==> config.mk <==
export PLATFORM = sky130hd
export DESIGN_NAME = shh_queue
export DESIGN_NICKNAME = d
export VERILOG_FILES = /design/src/shh_pkg.sv /design/src/shh_queue.sv
export SDC_FILE = /design/constraint.sdc
export NUM_CORES = 1
export LEC_CHECK = 0
export CAP_MARGIN = 30
export CORE_MARGIN = 2
export CORE_UTILIZATION = 62
export DETAILED_ROUTE_END_ITERATION = 10
export DONT_BUFFER_PORTS = 1
export PLACE_DENSITY = 0.88
export RECOVER_POWER = 25
export SYNTH_ARGS = -nofsm -noshare
export SYNTH_HDL_FRONTEND = slang
export SYNTH_SLANG_ARGS = --single-unit
==> constraint.sdc <==
create_clock -name clk -period 4.75 [get_ports clk]
set_input_delay 0.475 -clock clk [delete_from_list [all_inputs] [get_ports clk]]
set_output_delay 0.475 -clock clk [all_outputs]
set_load 0.1 [all_outputs]
==> src/shh_pkg.sv <==
// ----------------------------------------------------------------------------
// shh_pkg - shared types for the heavy-hitter summary
// Item records passed from the input queue to the heap engine, and result records.
// ----------------------------------------------------------------------------
package shh_pkg;

	localparam int KeyW   = 32;
	localparam int WeightW = 32;
	localparam int CountW = 64;

	typedef struct packed {
		logic [WeightW-1:0] weight;
		logic [KeyW-1:0]    key;
	} item_t;

	typedef struct packed {
		logic [KeyW-1:0]   evicted_key;
		logic              evicted_valid;
		logic              was_inserted;
		logic [CountW-1:0] key_error;
		logic [CountW-1:0] key_count;
	} result_t;

endpackage

==> src/shh_queue.sv <==
// ----------------------------------------------------------------------------
// shh_queue - two-entry input item queue
// Decouples the stream input from the heap engine.
// ----------------------------------------------------------------------------
module shh_queue import shh_pkg::*; (
	input  logic  clk,
	input  logic  arst_n,
	input  logic  in_valid,
	output logic  in_ready,
	input  item_t in_item,
	output logic  out_valid,
	input  logic  out_ready,
	output item_t out_item
);

	item_t       mem_q [2];
	logic        wr_ptr_q;
	logic        rd_ptr_q;
	logic [1:0]  fill_q;
	logic        push;
	logic        pop;

	assign in_ready  = (fill_q != 2'd2);
	assign out_valid = (fill_q != 2'd0);
	assign out_item  = mem_q[rd_ptr_q];
	assign push      = in_valid && in_ready;
	assign pop       = out_valid && out_ready;

	always_ff @(posedge clk) begin
		if (push) begin
			mem_q[wr_ptr_q] <= in_item;
		end
	end

	always_ff @(posedge clk or negedge arst_n) begin
		if (!arst_n) begin
			wr_ptr_q <= 1'b0;
			rd_ptr_q <= 1'b0;
			fill_q   <= 2'd0;
		end else begin
			if (push) wr_ptr_q <= ~wr_ptr_q;
			if (pop)  rd_ptr_q <= ~rd_ptr_q;
			fill_q <= fill_q + {1'b0, push} - {1'b0, pop};
		end
	end

endmodule

; Yosys cells after proc, flatten, opt, wreduce, memory -nomap -nowiden
; Memories as Yosys holds them, arrays and structs flattened.
; Cells that the tools add are included.
[word_totals]
output_inout_bits = 66
memories = 1
regBits = 4
word_cells = 14
ramBits = 128
input_bits = 68
[mem_list]
columns = memory, depth, width, read_ports, rd_ports_with_merged_regs, wr, line
row1 = mem_q, 2, 64, 1, 0, 1, shh_queue.sv:16  ; item_t mem_q [2];
[classes]
n_reduce_logical = 3
n_eq_ne = 1
bitwise_logic = 2
add_sub_neg = 2
n_mux = 2
[op_table]
columns = cell, count
row1 = $add A2 B1 Y2, 1
row2 = $logic_and A1 B1 Y1, 2
row3 = $mux W1, 2
row4 = $ne A2 B2 Y1 const B, 1
row5 = $not A1 Y1, 2
row6 = $reduce_bool A2 Y1, 1
row7 = $sub A2 B1 Y2, 1

; Depth between registers and ports, before layout
[logic_depth]
word_depth = 4
depth_mapped = 7
ltp_nobuf = 7

; Worst setup path before layout
; Ideal clock, no wire load.
[synth_path]
path_kind = register to register
start = register fill_q[0]
end = memory mem_q[0][0] (netlist bit) (enable)
path_slack_ns = 0.148
period_less_slack_ns = 4.602
required_time_ns = 4.263
path_stages_with_launch = 4
n_path_buf = 0
arrival_ns = 4.116
setup_ns = 0.487
path_cell_list = dfrtp_1 > nand2b_1 > nand2_1 > nor2_1
[synth_between]
elab_chain_cells = 4
[synth_rtl]
columns = item, line
row1 = "start, declared", shh_queue.sv:19  ; logic [1:0] fill_q;
row2 = "start signal, assigned", shh_queue.sv:43  ; fill_q <= fill_q + {1'b0, push} - {1'b0, pop};
row3 = $ne A2 B2 Y1, shh_queue.sv:23  ; assign in_ready = (fill_q != 2'd2);
row4 = via in_ready, shh_queue.sv:9  ; output logic in_ready,
row5 = $logic_and A1 B1 Y1, shh_queue.sv:26  ; assign push = in_valid && in_ready;
row6 = $mux W1, shh_queue.sv:30  ; if (push) begin
row7 = $mux W1 (not written as such), shh_queue.sv:31  ; mem_q[wr_ptr_q] <= in_item;
row8 = "end, declared", shh_queue.sv:16
; The timed path passes the listed nets, and every way through them passes these cells.

==> results.py <==
metrics = {
    "route": {
        "vias_per_cell": 5.637,
        "drt-pass1-iter-count": 4,
        "wl_per_cell_microns": 21.41,
        "num_vias": 1973,
        "drc": 0,
        "drt.antenna.violating_nets": 0,
        "routed_wl_mm": 7.493,
        "drt-initial-drc-count": 114,
    },
    "logic_synthesis": {
        "synth_top_family_by_area": "multiplexers",
        "synth_common_cells": "edfxtp_1 (128), mux2_4 (50), mux2_2 (14), buf_6 (6), dfrtp_1 (4)",
        "synthXorXnorAreaFrac": 0.006974,
        "syn-instance-count": 216,
        "yosys_warnings": 0,
        "synth_nets": 286,
        "ys_seq_area_frac": 0.7851,
        "synthFlopType": "edfxtp_1",
        "synth_mux_area_frac": 0.1808,
        "avgSynthCellArea_sq_um": 23.26,
        "synth_largest_area_cell": "edfxtp_1",
        "synth_cell_types": 16,
        "synth_area_leaders": "edfxtp_1 (77%), mux2_4 (15%), mux2_2 (3.1%)",
        "synth_fa_ha_area_frac": 0.004981,
        "synth.most_common_cell": "edfxtp_1",
        "synth_edf_count": 128,
        "synth_compound_area_frac": 0,
        "synth_top_area_share": 0.7651,
        "async_reset_ff_frac": 0.03030,
        "synthSimpleGateAreaFrac": 0.006974,
        "synth_area_sq_mm": 0.005024,
        "ys_ff_latch": 132,
    },
    "final_layout": {
        "multi_input_area_sq_mm": 0.001012,
        "fill_cells": 427,
        "final_area_sq_mm": 0.005749,
        "layout.area.seq_sq_mm": 0.003948,
        "finalNetCount": 305,
        "diodes": 0,
        "drive_above_1_share": 0.4153,
        "area_growth_pct": 14.45,
    },
    "die": {
        "coreArea_sq_mm": 0.007807,
        "ioPinCount": 134,
        "rows": 32,
        "dieArea_sq_mm": 0.008839,
        "initial_core_util": 0.6434,
        "fp.dieH_microns": 94.02,
        "chipWidth_microns": 94.02,
    },
    "sta": {
        "clock.fmax_mhz": 329.8,
        "fin_crit_ns": 3.032,
        "worstMarginPinSlew_ns": 0.9672,
        "fin_skew_ns": 0.01079,
        "finalHoldViolations": 0,
        "setup_tns_ns": 0,
        "finalSetupViolCount": 0,
        "rsz0062_at_grt": "no",
        "slew_violations": 0,
        "relSlewSlack": 0.3552,
        "min_period_over_period": 0.6384,
    },
    "clock_network": {
        "h-tree-depth": 4,
        "clkLatencyLatePin_ns": 0.50,
        "cts_setup_buffers": 0,
        "cts_resized": 0,
        "cts_buffer_depth": 2,
        "cts-root-buf": "clkbuf_8",
        "cts_buffers": 17,
        "cts_tree": "yes",
        "clkSinkCount": 132,
        "clk_pin_slew_ns": 0.06,
    },
    "place": {
        "port_buffers": 0,
        "dpl.hpwl_mm": 4.861,
        "gp_congestion": 0.6728,
        "placed_area_sq_mm": 0.005145,
    },
    "setup_path": {
        "crit_path_end_kind": "output pin",
        "cp.required_ns": 4.28,
        "cp_cell_sequence": "buf_4 > mux2_2",
        "crit_type": "flip-flop to output pin",
        "cp_max_fo": 49,
        "crit_path_start_kind": "flip-flop",
        "worstPathArrival_ns": 2.56,
        "cp_top_family": "flip-flops",
        "critPathBufInv": 1,
        "crit_slowest_cell": "dfrtp_4",
        "slowest_delay_ns": 0.96,
    },
    "global_route": {
        "grt_usage": 0.1693,
        "grt_pass1_vias": 1999,
        "grt_pass1_wl_mm": 10.56,
        "overflow": 0,
        "antenna_found_initial": 0,
        "grt_max_degree": 50,
    },
    "hold_path": {
        "hold_class": "input port to flip-flop",
    },
    "flow_run": {
        "drv_cap": 0,
    },
    "outcome": {
        "status": "complete, no violations",
    },
}
worst paths after layout:
| kind | startpoint | endpoint | slack, ns | cells after the start |
|---|---|---|---|---|
| max | rd_ptr_q | out_item[59] | 1.72 | 2 |
| max reg2reg | fill_q[1] | mem_q[0][1] | 2.40 | 5 |
| min reg2reg | fill_q[0] | fill_q[0] | 0.53 | 1 |
| max in group asynchronous | arst_n | rd_ptr_q | 4.31 | 1 |
| min in group asynchronous | arst_n | fill_q[0] | 0.25 | 1 |
| min | in_item[6] | mem_q[0][6] | 0.06 | 0 |
sequential cells by signal (all words and copies together), names as in the netlist:
name and count:
fill_q 2, mem_q 128, wr_ptr_q 1, rd_ptr_q 1
worst reg2reg max path, stage by stage (launching register included):
cell	delay [ns]
dfrtp_1	0.39
nand2b_1	0.17
buf_1	0.13
nand2_1	0.14
nor2_4	0.50
buf_4	0.62
cell usage in the layout, fill, tap and decap left out, types with 2 or more instances in the layout:
| master | netlist | routed |
|---|---|---|
| edfxtp_1 | 128 | 128 |
| clkbuf_16 | 0 | 16 |
| clkinv_4 | 0 | 6 |
| clkinvlp_4 | 0 | 3 |
| buf_4 | 0 | 3 |
| ha_1 | 2 | 2 |
| mux2_2 | 14 | 14 |
| xnor2_1 | 3 | 3 |
| inv_6 | 0 | 2 |
| bufinv_16 | 0 | 2 |
| dfrtp_1 | 4 | 3 |
| clkbuf_1 | 0 | 2 |
| mux2_4 | 50 | 50 |
routing by layer:
layer	GRT usage	vias to the layer above	wire length, microns
met3	0.1051	5	866
met1	0.1743	989	2610
met2	0.2804	88	3956
li1	-	891	-
met5	0	-	0
met4	0.06159	0	59
cell families after synthesis:
family	after synthesis
muxes	64
DFF	132
adders and majority gates	2
and+or+nand+nor	6
xor gates and xnor gates	4
buffers and inverters	8
layout make-up:
type | count | area share
multi-input combinational | 76 | 0.1761
timing repair buffer | 7 | 0.01458
clock buffer | 19 | 0.07334
tap | 102 | 0.02220
clock inverter | 13 | 0.02655
inverter | 1 | 0.0006529
sequential | 132 | 0.6866
metrics by stage:
stage | cells | hold slack (ns) | utilization | setup slack, ns
2_1_floorplan | 216 | 0.1794 | - | 0.1476
3_3_place_gp | 314 | 0.1795 | 0.6550 | 1.731
3_5_place_dp | 316 | 0.1795 | 0.6590 | 2.247
4_1_cts | 349 | 0.03845 | 0.7338 | 1.697
5_1_grt | 350 | 0.03294 | 0.7364 | 1.617
6_report | 350 | 0.06163 | 0.7364 | 1.718
timing repair:
action | CTS | global route
endpoints found under the hold margin | 4 | 0
setup endpoints to repair | 0 | 0
hold buffers | 1 | 0
Power is left out: the tool's default activity adds up to more than one toggle a clock period on the data nets, which glitch-free logic cannot reach.
